--- src/crsd_pkg.sv ---
`default_nettype none

package crsd_pkg;

  // field widths
  localparam int unsigned BYTE_W     = 8;
  localparam int unsigned COL_W      = 10;
  localparam int unsigned ROW_W      = 10;
  localparam int unsigned ADDR_W     = 17;
  localparam int unsigned X_W        = 9;
  localparam int unsigned Y_W        = 8;
  localparam int unsigned PEND_W     = 6;

  // stream port widths
  localparam int unsigned IN_DATA_W  = 8;
  localparam int unsigned OUT_DATA_W = 48;
  localparam int unsigned OUT_USER_W = 2;

  // configuration port
  localparam int unsigned CFG_IDX_W  = 2;
  localparam int unsigned CFG_DATA_W = 10;
  localparam logic [CFG_IDX_W-1:0] CFG_FRAME_COLUMNS = 2'd0;
  localparam logic [CFG_IDX_W-1:0] CFG_DEST_X        = 2'd1;
  localparam logic [CFG_IDX_W-1:0] CFG_DEST_Y        = 2'd2;
  localparam logic [COL_W-1:0]     FRAME_COLUMNS_RST = 10'd1;

  // column op codes and repeat coding
  localparam logic [BYTE_W-1:0] OP_SKIP     = 8'hFF;
  localparam logic [BYTE_W-1:0] OP_REPEAT   = 8'h80;
  localparam logic [BYTE_W-1:0] OP_LITERAL  = 8'h00;
  localparam logic [BYTE_W-1:0] REPEAT_BASE = 8'd224;
  localparam logic [BYTE_W-1:0] REPEAT_BIAS = 8'd223;

  localparam int unsigned DEF_ROW_PITCH = 320;

  typedef struct packed {
    logic [COL_W-1:0] frame_columns;
    logic [X_W-1:0]   dest_x;
    logic [Y_W-1:0]   dest_y;
  } crsd_cfg_t;

  typedef struct packed {
    logic              write_enable;
    logic [ADDR_W-1:0] pixel_address;
    logic [BYTE_W-1:0] pixel_value;
    logic [COL_W-1:0]  column_index;
    logic [ROW_W-1:0]  row_index;
    logic              end_of_frame;
    logic              last_result;
  } crsd_result_t;

endpackage

`default_nettype wire

--- src/column_rle_sprite_decoder.sv ---
// channel  | direction | payload
// ---------+-----------+-----------------------------------------------------
// in_      | slave     | tdata: compressed frame byte
// out_     | master    | tdata: pixel address/value, column, row;
//          |           | tuser: write flag, frame end; tlast: last of byte
// cfg_     | write     | frame_columns, dest_x, dest_y
//
// one byte per cycle is taken when it gives at most one result item and out_tready does not stall
// a repeat run of n writes holds its value byte until all n writes are out
// a byte is held in the byte register and its result items in the result register
// rst_n is synchronous; it clears parse state and config to defaults
// out_tready low stalls the parser and, through it, the byte register
`default_nettype none

module column_rle_sprite_decoder import crsd_pkg::*; #(
  parameter int unsigned ROW_PITCH = DEF_ROW_PITCH
) (
  input  wire logic                  clk,
  input  wire logic                  rst_n,
  // stream_byte
  input  wire logic                  in_tvalid,
  output logic                       in_tready,
  input  wire logic [IN_DATA_W-1:0]  in_tdata,
  // pixel_address, pixel_value, column_index, row_index, zero pad
  output logic                       out_tvalid,
  input  wire logic                  out_tready,
  output logic [OUT_DATA_W-1:0]      out_tdata,
  // write_enable, end_of_frame
  output logic [OUT_USER_W-1:0]      out_tuser,
  output logic                       out_tlast,
  input  wire logic                  cfg_we,
  input  wire logic [CFG_IDX_W-1:0]  cfg_index,
  input  wire logic [CFG_DATA_W-1:0] cfg_wdata
);

  crsd_cfg_t         cfg_r;
  logic              in_vld_r;
  logic [BYTE_W-1:0] in_byte_r;
  logic              out_vld_r;
  crsd_result_t      out_res_r;
  logic              out_free;
  logic              step;
  logic              byte_done;
  logic              res_vld;
  crsd_result_t      res;

  // configuration registers
  always_ff @(posedge clk) begin
    if (!rst_n) begin
      cfg_r.frame_columns <= FRAME_COLUMNS_RST;
      cfg_r.dest_x        <= '0;
      cfg_r.dest_y        <= '0;
    end else if (cfg_we) begin
      case (cfg_index)
        CFG_FRAME_COLUMNS: cfg_r.frame_columns <= cfg_wdata[COL_W-1:0];
        CFG_DEST_X:        cfg_r.dest_x        <= cfg_wdata[X_W-1:0];
        CFG_DEST_Y:        cfg_r.dest_y        <= cfg_wdata[Y_W-1:0];
        default:           cfg_r               <= cfg_r;
      endcase
    end
  end

  // byte register
  assign in_tready = !in_vld_r || byte_done;

  always_ff @(posedge clk) begin
    if (!rst_n) begin
      in_vld_r <= 1'b0;
    end else if (in_tvalid && in_tready) begin
      in_vld_r <= 1'b1;
    end else if (byte_done) begin
      in_vld_r <= 1'b0;
    end
  end

  always_ff @(posedge clk) begin
    if (in_tvalid && in_tready) begin
      in_byte_r <= in_tdata[BYTE_W-1:0];
    end
  end

  crsd_parser #(
    .ROW_PITCH (ROW_PITCH)
  ) u_parser (
    .clk       (clk),
    .rst_n     (rst_n),
    .cfg       (cfg_r),
    .byte_vld  (in_vld_r),
    .byte_in   (in_byte_r),
    .out_free  (out_free),
    .step      (step),
    .byte_done (byte_done),
    .res_vld   (res_vld),
    .res       (res)
  );

  // result register
  assign out_free = !out_vld_r || out_tready;

  always_ff @(posedge clk) begin
    if (!rst_n) begin
      out_vld_r <= 1'b0;
    end else if (out_free) begin
      out_vld_r <= step && res_vld;
    end
  end

  always_ff @(posedge clk) begin
    if (step && res_vld) begin
      out_res_r <= res;
    end
  end

  assign out_tvalid = out_vld_r;
  assign out_tdata  = {3'b000, out_res_r.row_index, out_res_r.column_index,
                       out_res_r.pixel_value, out_res_r.pixel_address};
  assign out_tuser  = {out_res_r.end_of_frame, out_res_r.write_enable};
  assign out_tlast  = out_res_r.last_result;

endmodule

`default_nettype wire

--- src/crsd_parser.sv ---
`default_nettype none

module crsd_parser import crsd_pkg::*; #(
  parameter int unsigned ROW_PITCH = DEF_ROW_PITCH
) (
  input  wire logic              clk,
  input  wire logic              rst_n,
  input  wire crsd_cfg_t         cfg,
  input  wire logic              byte_vld,
  input  wire logic [BYTE_W-1:0] byte_in,
  input  wire logic              out_free,
  output logic                   step,
  output logic                   byte_done,
  output logic                   res_vld,
  output crsd_result_t           res
);

  typedef enum logic [2:0] {
    PH_OP,
    PH_PKT_COUNT,
    PH_OTHER_COUNT,
    PH_SEQ_LEN,
    PH_SEQ_SKIP,
    PH_DATA,
    PH_REP_VALUE
  } phase_t;

  phase_t              phase_r, phase_nxt;
  logic                rep_mode_r, rep_mode_nxt;
  logic [BYTE_W-1:0]   pkt_r, pkt_nxt;
  logic [BYTE_W-1:0]   seq_r, seq_nxt;
  logic [PEND_W-1:0]   pend_r, pend_nxt;
  logic [COL_W-1:0]    col_r, col_nxt;
  logic [ROW_W-1:0]    row_r, row_nxt;

  logic                wr;
  logic                final_step;
  logic                end_col;
  logic                frame_end;
  logic [BYTE_W:0]     need;
  logic [BYTE_W-1:0]   seq_dec;
  logic [COL_W-1:0]    col_inc;
  logic [Y_W+2:0]      y_sum;
  logic [ADDR_W-1:0]   addr;

  // pixel address of the current write
  always_comb begin
    y_sum = (Y_W+3)'(cfg.dest_y) + (Y_W+3)'(row_r);
    addr  = ADDR_W'(y_sum) * ADDR_W'(ROW_PITCH) + ADDR_W'(cfg.dest_x) + ADDR_W'(col_r);
  end

  // byte decode and next state
  always_comb begin
    phase_nxt    = phase_r;
    rep_mode_nxt = rep_mode_r;
    pkt_nxt      = pkt_r;
    seq_nxt      = seq_r;
    pend_nxt     = pend_r;
    col_nxt      = col_r;
    row_nxt      = row_r;
    wr           = 1'b0;
    final_step   = 1'b1;
    end_col      = 1'b0;
    frame_end    = 1'b0;
    need         = {1'b0, byte_in} + 9'd2;
    seq_dec      = seq_r - 8'd1;
    col_inc      = col_r + 10'd1;

    case (phase_r)
      PH_OP: begin
        row_nxt = '0;
        if (byte_in == OP_SKIP) begin
          end_col = 1'b1;
        end else if (byte_in == OP_REPEAT || byte_in == OP_LITERAL) begin
          rep_mode_nxt = (byte_in == OP_REPEAT);
          phase_nxt    = PH_PKT_COUNT;
        end else begin
          phase_nxt = PH_OTHER_COUNT;
        end
      end
      PH_PKT_COUNT: begin
        pkt_nxt   = byte_in;
        phase_nxt = PH_SEQ_LEN;
      end
      PH_OTHER_COUNT: begin
        end_col = 1'b1;
      end
      PH_SEQ_LEN: begin
        seq_nxt   = byte_in;
        // count underflow clamps to zero so the column ends after this sequence
        pkt_nxt   = (need > {1'b0, pkt_r}) ? '0 : BYTE_W'({1'b0, pkt_r} - need);
        phase_nxt = PH_SEQ_SKIP;
      end
      PH_SEQ_SKIP: begin
        row_nxt = row_r + ROW_W'(byte_in);
        if (seq_r != '0) begin
          phase_nxt = PH_DATA;
        end else if (pkt_r == '0) begin
          end_col = 1'b1;
        end else begin
          phase_nxt = PH_SEQ_LEN;
        end
      end
      PH_DATA: begin
        seq_nxt = seq_dec;
        if (rep_mode_r && byte_in >= REPEAT_BASE) begin
          pend_nxt  = PEND_W'(byte_in - REPEAT_BIAS);
          phase_nxt = PH_REP_VALUE;
        end else begin
          wr      = 1'b1;
          row_nxt = row_r + 10'd1;
          if (seq_dec == '0) begin
            if (pkt_r == '0) begin
              end_col = 1'b1;
            end else begin
              phase_nxt = PH_SEQ_LEN;
            end
          end
        end
      end
      PH_REP_VALUE: begin
        // one write per cycle while the output is free; the byte is held until the run is out
        wr         = (pend_r != '0);
        final_step = (pend_r <= 6'd1);
        if (wr) begin
          row_nxt = row_r + 10'd1;
        end
        if (!final_step) begin
          pend_nxt = pend_r - 6'd1;
        end else begin
          pend_nxt = '0;
          seq_nxt  = (seq_r != '0) ? seq_dec : '0;
          if (seq_nxt != '0) begin
            phase_nxt = PH_DATA;
          end else if (pkt_r == '0) begin
            end_col = 1'b1;
          end else begin
            phase_nxt = PH_SEQ_LEN;
          end
        end
      end
      default: begin
        phase_nxt = PH_OP;
      end
    endcase

    // column end: next op byte, frame end when the count reaches frame_columns
    if (end_col) begin
      phase_nxt = PH_OP;
      pkt_nxt   = '0;
      seq_nxt   = '0;
      pend_nxt  = '0;
      if (col_inc == cfg.frame_columns) begin
        col_nxt   = '0;
        frame_end = 1'b1;
      end else begin
        col_nxt = col_inc;
      end
    end
  end

  // handshake toward the input and output registers
  assign step      = byte_vld && out_free;
  assign byte_done = step && final_step;
  assign res_vld   = wr || frame_end;

  // result item
  always_comb begin
    res.write_enable  = wr;
    res.pixel_address = wr ? addr : '0;
    res.pixel_value   = wr ? byte_in : '0;
    res.column_index  = col_r;
    res.row_index     = wr ? row_r : row_nxt;
    res.end_of_frame  = frame_end;
    res.last_result   = final_step;
  end

  // parse state
  always_ff @(posedge clk) begin
    if (!rst_n) begin
      phase_r    <= PH_OP;
      rep_mode_r <= 1'b0;
      pkt_r      <= '0;
      seq_r      <= '0;
      pend_r     <= '0;
      col_r      <= '0;
      row_r      <= '0;
    end else if (step) begin
      phase_r    <= phase_nxt;
      rep_mode_r <= rep_mode_nxt;
      pkt_r      <= pkt_nxt;
      seq_r      <= seq_nxt;
      pend_r     <= pend_nxt;
      col_r      <= col_nxt;
      row_r      <= row_nxt;
    end
  end

endmodule

`default_nettype wire

--- config.mk ---
export PLATFORM = sky130hd
export DESIGN_NAME = column_rle_sprite_decoder
export DESIGN_NICKNAME = d
export VERILOG_FILES = /design/src/crsd_pkg.sv /design/src/column_rle_sprite_decoder.sv /design/src/crsd_parser.sv
export SDC_FILE = /design/constraint.sdc
export NUM_CORES = 1
export LEC_CHECK = 0
export BUFFER_PORTS_ARGS = -buffer_cell sky130_fd_sc_hd__buf_2
export CAP_MARGIN = 20
export CORE_MARGIN = 5
export CORE_UTILIZATION = 47
export CTS_CLUSTER_DIAMETER = 100
export DETAILED_ROUTE_END_ITERATION = 8
export PLACE_DENSITY = 0.67
export SYNTH_ARGS = -nofsm -noshare
export SYNTH_HDL_FRONTEND = slang
export SYNTH_SLANG_ARGS = --single-unit
--- constraint.sdc ---
create_clock -name clk -period 4.3 [get_ports clk]
set_input_delay 0.215 -clock clk [delete_from_list [all_inputs] [get_ports clk]]
set_output_delay 0.215 -clock clk [all_outputs]
set_load 0.05 [all_outputs]
Word-level counts from Yosys, hierarchy flattened
Index checks and enable logic that the tools add are counted.
{ "classes": {"add_sub_neg": 11, "n_mul": 1, "n_lt_le_gt_ge": 3, "eq_ne": 16, "muxes": 41, "n_bitwise": 1, "n_reduce_logical": 32} }
{ "op_table": {"columns": ["operator", "count"], "rows": [
  ["$mux 10", 4],
  ["$mux 8", 5],
  ["$pmux 10 s4", 1],
  ["$logic_not 8->1", 3],
  ["$mux 3", 8],
  ["$pmux 8 s3", 1],
  ["$pmux 3 s7", 1],
  ["$add 10x1->10 const B", 2],
  ["$mux 6", 3],
  ["$add 17x10->17", 1],
  ["$add 17x9->17", 1],
  ["$eq 8x8->1 const B", 2],
  ["$pmux 8 s2", 1],
  ["$reduce_bool 8->1", 2],
  ["$mux 1", 13],
  ["$pmux 6 s2", 1],
  ["$add 8x10->11", 1],
  ["$mul 11x3->11 const B", 1],
  ["$add 10x8->10", 1],
  ["$eq 10x10->1", 1],
  ["$reduce_and 2->1", 5],
  ["$add 8x2->9 const B", 1],
  ["$eq 3x3->1 const B", 3],
  ["$gt 9x8->1", 1],
  ["30 further kinds", 42]
]} }
{ "totals": {"reg_bits": 131, "in_bits": 25, "output_inout_bits": 53, "word_cells": 125} }

Longest topological paths before layout
Gate-level depths: netlist of the first run.
{ "depth": {"depth_word": 9, "ltp_mapped": 19, "depth_no_buf": 19} }

Modules after synthesis
A second synthesis of the first run with hierarchy kept.
{ "hier_totals": {"hier_cells": 998, "hier_area_um2": 8972.4} }
{ "modules_own_cells": {"columns": ["module", "instances", "cells_per_inst", "area_per_inst_um2", "seq_area_each_um2"], "rows": [
  ["crsd_parser", 1, 826, 6134.6, 920.9],
  ["column_rle_sprite_decoder", 1, 172, 2837.7, 2262.2]
]} }

Least setup slack after synthesis of the first run
Ideal clock, no wire load.
{ "synth_path": {"kind": "register -> register", "start": "register u_parser.row_r[1]", "end": "register out_res_r, in the netlist out_tdata[16], data pin", "setup_time_ns": 0.140, "t_arrival_ns": 3.812, "required_time_ns": 4.160, "slack_ns": 0.348, "stages_incl_launch_ff": 17, "path_buffers": 0, "period_less_slack_ns": 3.952, "path_cell_list": "dfxtp_1 > ha_1 > a21o_1 > a21oi_1 > o21bai_1 > a21oi_1 > xor2_1 > o221ai_1 > xnor2_1 > ha_1 > and3_1 > a2111o_1 > a21o_1 > a21oi_1 > xor2_1 > xnor3_1 > nor2_1"} }
{ "synth_via": {"elab_chain_cells": 4} }
{ "synth_rtl": {"columns": ["item", "line", "text"], "rows": [
  ["start, declared", "crsd_parser.sv:34", "logic [ROW_W-1:0] row_r, row_nxt;"],
  ["start signal, assigned", "crsd_parser.sv:195", "row_r <= row_nxt;"],
  ["$add 8x10->11", "crsd_parser.sv:48", "y_sum = (Y_W+3)'(cfg.dest_y) + (Y_W+3)'(row_r);"],
  ["$mul 11x3->11", "crsd_parser.sv:49", "addr = ADDR_W'(y_sum) * ADDR_W'(ROW_PITCH) + ADDR_W'(cfg.dest_x) + ADDR_W'(col_r);"],
  ["$add 17x9->17", "crsd_parser.sv:49", null],
  ["$add 17x10->17", "crsd_parser.sv:49", null],
  ["end signal, assigned", "column_rle_sprite_decoder.sv:110", "out_res_r <= res;"],
  ["end, declared", "column_rle_sprite_decoder.sv:40", "crsd_result_t out_res_r;"]
]} }
Every way passes these cells.
A chain may end at the register's enable or synchronous reset.

Worst setup path after layout of the first run
{ "layout_path": {"start": "register u_parser.row_r[2]", "end": "register out_res_r, in the netlist out_tdata[16], data pin"} }
Same word-level chain as after synthesis.

==> flow_summary_export.csv, run 1 <==
group,metric,value,unit
synthesis,ys_top_cells_by_area,"edfxtp_1 (18%), dfxtp_1 (16%), ha_1 (9.8%)",
sta,finalSetupViolCount,0,
floorplanning,rows,51,
setup_path,cp_cell_sequence,"ha_1 > nor2b_2 > o2111ai_1 > nand3_1 > o41ai_1 > xnor2_1 > ha_1 > ha_1 > inv_1 > a2111oi_0 > a311oi_1 > nor3_1 > xnor3_1 > nor2_1",
setup_path,crit-reg2reg-capture,"out_tdata[16]",
place,dpl_worst_slack,0.2148,ns
detailed_routing,antenna_left,0,
synthesis,synth_common_cells,"nor2_1 (95), nand2_1 (91), dfxtp_1 (75)",
sta,min_period,4.072,ns
sta,skew,0.007916,ns
clocking,htree_levels,4,
detailed_routing,drt_wl_total,23380,microns
setup_path,worstPathRequired,4.59,ns
synthesis,synth_top_area_cell,"edfxtp_1",
layout,fillers,1776,
sta,tightest_slew,1.049,ns
clocking,cts_made_buffers,17,
clocking,clk_latency,0.43,ns
layout,drive_above_1_share,0.1438,
pwr,power.density,314.5,mW/mm^2
setup_path,timing.rr.start,"u_parser.row_r[2]",
clocking,cts_tree,"done",
setup_path,worstSetupStartpoint,"u_parser.row_r[2]",
grt,groute.usage.overall,0.2127,
layout,nets,1198,
synthesis,ys_warn_count,0,
sta,fmax,245.6,MHz
grt,top_usage_layer,"met2",
place,gp_congestion,0.8587,
outcome,outcome,"finished clean",
sta,relSlewSlack,0.2973,
detailed_routing,drtIter0Drc,558,
synthesis,syn_avg_cell_area,8.934,sq um
synthesis,synth_edf_count,56,
floorplanning,core_area,0.01933,sq mm
setup_path,crit_path_max_incr_delay,0.54,ns
detailed_routing,vias,7772,
setup_path,rrSetupSlack,0.23,ns
grt,met1_usage,0.2918,
pwr,cellLeakagePower,4.313,nW
layout,stdcell_count,1371,
detailed_routing,drc,0,
grt,antenna_found_initial,0,
synthesis,synth_top_area_share,0.1838,
setup_path,worstPathMaxFanout,8,
detailed_routing,wl_per_cell,17.05,microns
sta,finalCritPeriodShare,0.9469,
place,io_buffers,74,
sta,hold_violations,0,
setup_path,worst_path_most_repeated_cell,"ha_1",
synthesis,synthMostInstantiatedCell,"nor2_1",
clocking,cts_buffer_depth,2,
floorplanning,io_pins,78,
floorplanning,die_width,149.5,microns
detailed_routing,routed_via_density,5.669,
clocking,path_clk_slew,0.06,ns
setup_path,crit_type,"reg -> reg",
setup_path,endpoint_kind,"register",
synthesis,seq_area_frac_synth,0.3479,
grt,grtUsageMet2,0.3410,
synthesis,syn_area,0.009149,sq mm
grt,gr-total-overflow,0,
place,dp_cells,1330,
sta,drv_slew,0,
grt,grt_util_met3,0.04149,
detailed_routing,drtPass1Iterations,5,
synthesis,ys.flop_type,"dfxtp_1",
synthesis,synthArstFlopShare,0,
grt,grt_pass1_wl,38050,microns
grt,grt_start_max_net_pins,50,
synthesis,synth_seq_cells,131,
setup_path,cpMaxStageDelayCell,"o41ai_1",
layout,syn_to_final_growth,13.98,%
setup_path,cp_top_family,"compound AO/OA/AOI/OAI gates",
pwr,peakVddDrop,0.2706,mV
run,drv_cap,0,
grt,grt_pass1_vias,7430,
clocking,root_buffer,"clkbuf_16",
floorplanning,die_height,149.5,microns
setup_path,reg2reg_depth,14,
setup_path,crit_path_start_kind,"register",
floorplanning,initial_core_util,0.4732,
setup_path,path_buf_inv,1,
synthesis,synthDistinctLibCells,83,
worst_hold_path,hp-class,"in -> reg",
layout,n_antenna_cell,0,
clocking,clkSinkCount,131,
worst_hold_path,min_to,"in_vld_r",
sta,timing.final.ws_setup,0.2283,ns
setup_path,worstPathArrival,4.36,ns
place,dp_hpwl,16580,microns
worst_hold_path,min_from,"in_tvalid",
synthesis,synthCells,1024,
floorplanning,die-area,0.02236,sq mm
worst_hold_path,hold_path_depth,3,
## registers in the layout (all words and copies together), names as in the netlist
name,flops
out_tdata,45
cfg_r,27
u_parser.col_r,10
u_parser.row_r,10
in_byte_r,8
u_parser.pkt_r,8
u_parser.seq_r,8
u_parser.pend_r,6
u_parser.phase_r,3
out_tuser,2
in_vld_r,1
out_tlast,1
out_tvalid,1
u_parser.rep_mode_r,1
## what timing repair did
item / 4_1_cts / 5_1_grt
endpoints found under the setup margin: 0 / 2
gates resized for setup: 0 / 5
buffers inserted: 0 / 1
hold buffers: 8 / 0
hold endpoints to repair: 8 / 0
## tightest hold or removal path, stage by stage
cell     delay, ns
buf_2         0.11
a21oi_1       0.04
nor2_1        0.07
## area by class of cell
| type | count | area (sq um) | share of cell area |
|---|---|---|---|
| multi-input cells | 781 | 5517 | 0.5290 |
| well taps | 265 | 331.6 | 0.03180 |
| clock inverters | 9 | 67.56 | 0.006479 |
| clock buffers | 23 | 514.2 | 0.04932 |
| repair buffers | 99 | 578.1 | 0.05544 |
| flip-flops and latches | 131 | 3183 | 0.3053 |
| inverters | 63 | 236.5 | 0.02268 |
## worst max path at each step
stage                         end  depth (start not counted)  slack (ns)
finish              out_tdata[16]                         14        0.23
global route        out_tdata[16]                         18       -0.01
CTS                 out_tdata[16]                         16        0.18
detailed placement  out_tdata[16]                         18        0.21
global placement    out_tdata[16]                         18        0.30
floorplan           out_tdata[16]                         16        0.35
## through the flow
stage	cell area (sq um)	util	setup TNS [ns]	power (W)	hold slack [ns]
floorplan	9156	-	0	0.001765	0.3139
global placement	9729	0.5032	0	0.001867	0.3928
detailed placement	9729	0.5032	0	0.001873	0.3933
CTS	10390	0.5374	0	0.003288	0.04519
global route	10430	0.5393	-0.009956	0.003423	0.06579
finish	10430	0.5393	0	0.003280	0.04500
## layer usage
layer	up-vias	routed length (microns)
met4	0	513
met2	220	10680
met5	-	0
li1	3819	-
met1	3696	10920
met3	37	1265
## report_power, final
part | switching [W] | internal, W
Clock | 0.000568 | 0.000847
Sequential | 0.0000407 | 0.00132
Combinational | 0.000307 | 0.000193
## logic make-up (layout without fill, tap and decap cells)
| family | after synthesis | after routing | synth area share |
|---|---|---|---|
| AND/OR/NAND/NOR | 339 | 339 | 0.1831 |
| AO/OA/AOI/OAI | 254 | 254 | 0.1909 |
| flip-flops | 131 | 131 | 0.3479 |
| buffers and inverters | 114 | 194 | 0.05402 |
| adder cells (fa/ha/maj) | 80 | 80 | 0.1160 |
| XOR/XNOR | 64 | 64 | 0.06277 |
| multiplexers | 41 | 41 | 0.04486 |
| other | 1 | 3 | 0.0004099 |
## cells in the final DEF (no fill, tap or decap), types with 19 or more instances in the layout
master     synthesis  final
edfxtp_1          56     56
xnor2_1           39     39
o21ai_0           60     60
buf_2              7     74
clkbuf_16          0     19
ha_1              72     71
dfxtp_1           75     75
mux2i_1           41     41
nor2_1            95     94
xor2_1            24     24
a21oi_1           51     49
nand2_1           91     91
nand3_1           34     34
inv_1             62     62
Note: power is estimated with default switching activity, not from simulation.
==> run 2, diff against run 1 <==
--- a/config.mk
+++ b/config.mk
@@ -7,6 +7,7 @@
 export LEC_CHECK = 0
 export BUFFER_PORTS_ARGS = -buffer_cell sky130_fd_sc_hd__buf_2
 export CAP_MARGIN = 20
+export CORE_ASPECT_RATIO = 1.25
 export CORE_MARGIN = 5
 export CORE_UTILIZATION = 47
 export CTS_CLUSTER_DIAMETER = 100
==> run 2 against run 1 <==
Via count fell by 0.89%. Count of clock-buffer cells in the layout is 6 lower. First-iteration DRC count down 8.4%. Global-route usage hardly changed. Combinational power shrank 1%. Worst hold slack lost 0.0017 ns. Clock power grew 7%. Critical path depth is 5 higher. Largest power group unchanged. Clock skew increased by 0.0013 ns. Die area barely moved.
==> flow_summary_export.csv, run 2 (synthesis results as in run 1) <==
group,metric,value,unit
sta,finalCritPeriodShare,0.9407,
sta,finalSetupViolCount,0,
sta,skew,0.009253,ns
setup_path,reg2reg_depth,19,
sta,min_period,4.045,ns
place,dp_hpwl,17140,microns
pwr,power_frac_seq,0.404,
floorplanning,die_height,166.0,microns
place,dp_cells,1329,
detailed_routing,vias,7703,
run,drv_cap,0,
floorplanning,core_area,0.01933,sq mm
grt,grt_start_max_net_pins,50,
clocking,htree_levels,4,
detailed_routing,routed_via_density,5.623,
sta,fin_setup_tns,0,ns
layout,fillers,1774,
detailed_routing,antenna_left,0,
grt,antenna_found_initial,0,
worst_hold_path,hp-class,"in -> reg",
grt,gr-total-overflow,0,
setup_path,crit_path_start_kind,"register",
detailed_routing,drtPass1Iterations,5,
floorplanning,io_pins,78,
outcome,outcome,"finished clean",
detailed_routing,wl_per_cell,17.22,microns
grt,grt_pass1_vias,7514,
clocking,path_clk_slew,0.06,ns
floorplanning,initial_core_util,0.4734,
sta,rsz0062_at_grt,"false",
detailed_routing,drtIter0Drc,511,
place,io_buffers,74,
floorplanning,die-area,0.02237,sq mm
place,gp_congestion,0.9321,
layout,n_antenna_cell,0,
sta,holdWs,0.04332,ns
setup_path,worstPathMaxFanout,7,
sta,hold_violations,0,
layout,stdcell_count,1370,
detailed_routing,drc,0,
pwr,p_int,0.002399,W
pwr,cellLeakagePower,4.319,nW
setup_path,worstPathRequired,4.47,ns
layout,final_common_cell,"nor2_1",
layout,stdcell_area,0.01048,sq mm
setup_path,crit_type,"reg -> reg",
pwr,power.density,322.7,mW/mm^2
setup_path,worstPathArrival,4.22,ns
floorplanning,rows,57,
sta,tightest_slew,1.070,ns
pwr,net-switching-power,0.0009831,W
clocking,clkSinkCount,131,
setup_path,endpoint_kind,"register",
worst_hold_path,hold_path_depth,3,
pwr,peakVddDrop,0.3160,mV
pwr,switching_share,0.2907,
layout,syn_to_final_growth,14.58,%
sta,relSlewSlack,0.2835,
place,dpl-instance-area,0.009747,sq mm
pwr,combPwrFrac,0.146,
clocking,cts_tree,"done",
pwr,power_frac_clock,0.450,
layout,drive_above_1_share,0.1457,
clocking,cts_made_buffers,17,
grt,groute.usage.overall,0.2124,
clocking,root_buffer,"clkbuf_16",
grt,grt_pass1_wl,38260,microns
floorplanning,die_width,134.8,microns
detailed_routing,drt_wl_total,23590,microns
clocking,cts_buffer_depth,2,
layout,nets,1197,
clocking,clk_latency,0.43,ns
layout,layout_common_cells,"nor2_1 (94), nand2_1 (91), dfxtp_1 (74), buf_2 (74), ha_1 (71)",
sta,drv_slew,0,
layout,largest_reg_flops,45,
sta,fmax,247.2,MHz
-- run 2: cell types whose count changed in the layout (fill, tap and decap cells not counted), moves of 2 or more --
cell and change:
clkinv_4 -2, buf_4 -3, inv_6 +5, clkinv_2 -3
bufinv_16 +2, inv_8 +4, buf_12 +2, clkbuf_8 -2
clkbuf_16 -2
-- run 2: power by group through the flow --
stage               registers, W  logic [W]  clock network (W)
floorplan                0.00140   0.000364                  0
CTS                      0.00137   0.000487            0.00155
detailed placement       0.00139   0.000477                  0
finish                   0.00137   0.000493            0.00152
global placement         0.00139   0.000472                  0
global route             0.00137   0.000550            0.00161
-- run 2: area by class of cell --
cell class	count	area (sq um)	area share
Clock buffer	17	425.4	0.04058
Multi-Input combinational cell	781	5522	0.5267
Timing Repair Buffer	98	595.6	0.05682
Tap cell	265	331.6	0.03163
Inverter	63	236.5	0.02256
Sequential cell	131	3187	0.3040
Clock inverter	15	185.2	0.01767
-- run 2: worst paths after layout --
| check | startpoint | end | slack, ns |
|---|---|---|---|
| hold reg to reg | u_parser.row_r[0] | u_parser.row_r[0] | 0.49 |
| setup reg to reg | u_parser.row_r[0] | out_tdata[16] | 0.25 |
| hold / removal | cfg_wdata[9] | cfg_r[26] | 0.04 |
| setup / recovery | u_parser.row_r[0] | out_tdata[16] | 0.25 |
-- run 2: repair_timing --
| action | in CTS | in global routing |
|---|---|---|
| setup buffers | 0 | 1 |
| hold endpoints to repair | 8 | 0 |
| gates resized for setup | 0 | 10 |
| setup endpoints to repair | 0 | 5 |
| hold buffers | 8 | 0 |
-- run 2: critical path, cell delays in order (launching register included) --
cell	delay, ns
dfxtp_4	0.38
ha_1	0.16
inv_1	0.06
fa_1	0.40
nor2b_2	0.16
nor2_1	0.05
nor2_1	0.08
nor2_1	0.05
xnor2_1	0.15
ha_1	0.32
inv_1	0.06
fa_1	0.53
inv_1	0.04
ha_1	0.37
and3_1	0.23
a311oi_2	0.28
buf_4	0.16
nor3_1	0.05
xnor3_1	0.21
nor2_1	0.04
-- run 2: stage by stage --
| stage | total power, W | util | setup slack (ns) |
|---|---|---|---|
| 6_report | 0.003382 | 0.5424 | 0.2549 |
| 5_1_grt | 0.003533 | 0.5424 | 0.0002820 |
| 4_1_cts | 0.003403 | 0.5400 | 0.1047 |
| 3_5_place_dp | 0.001870 | 0.5043 | 0.1269 |
| 3_3_place_gp | 0.001864 | 0.5043 | 0.2048 |
| 2_1_floorplan | 0.001765 | - | 0.3483 |
-- run 2: layer usage --
layer | wire [microns] | GRT usage | up-vias
met5 | 0 | 0 | -
met4 | 830 | 0.09566 | 0
met3 | 1051 | 0.03576 | 57
met2 | 11990 | 0.3714 | 196
met1 | 9718 | 0.2528 | 3627
li1 | - | - | 3823
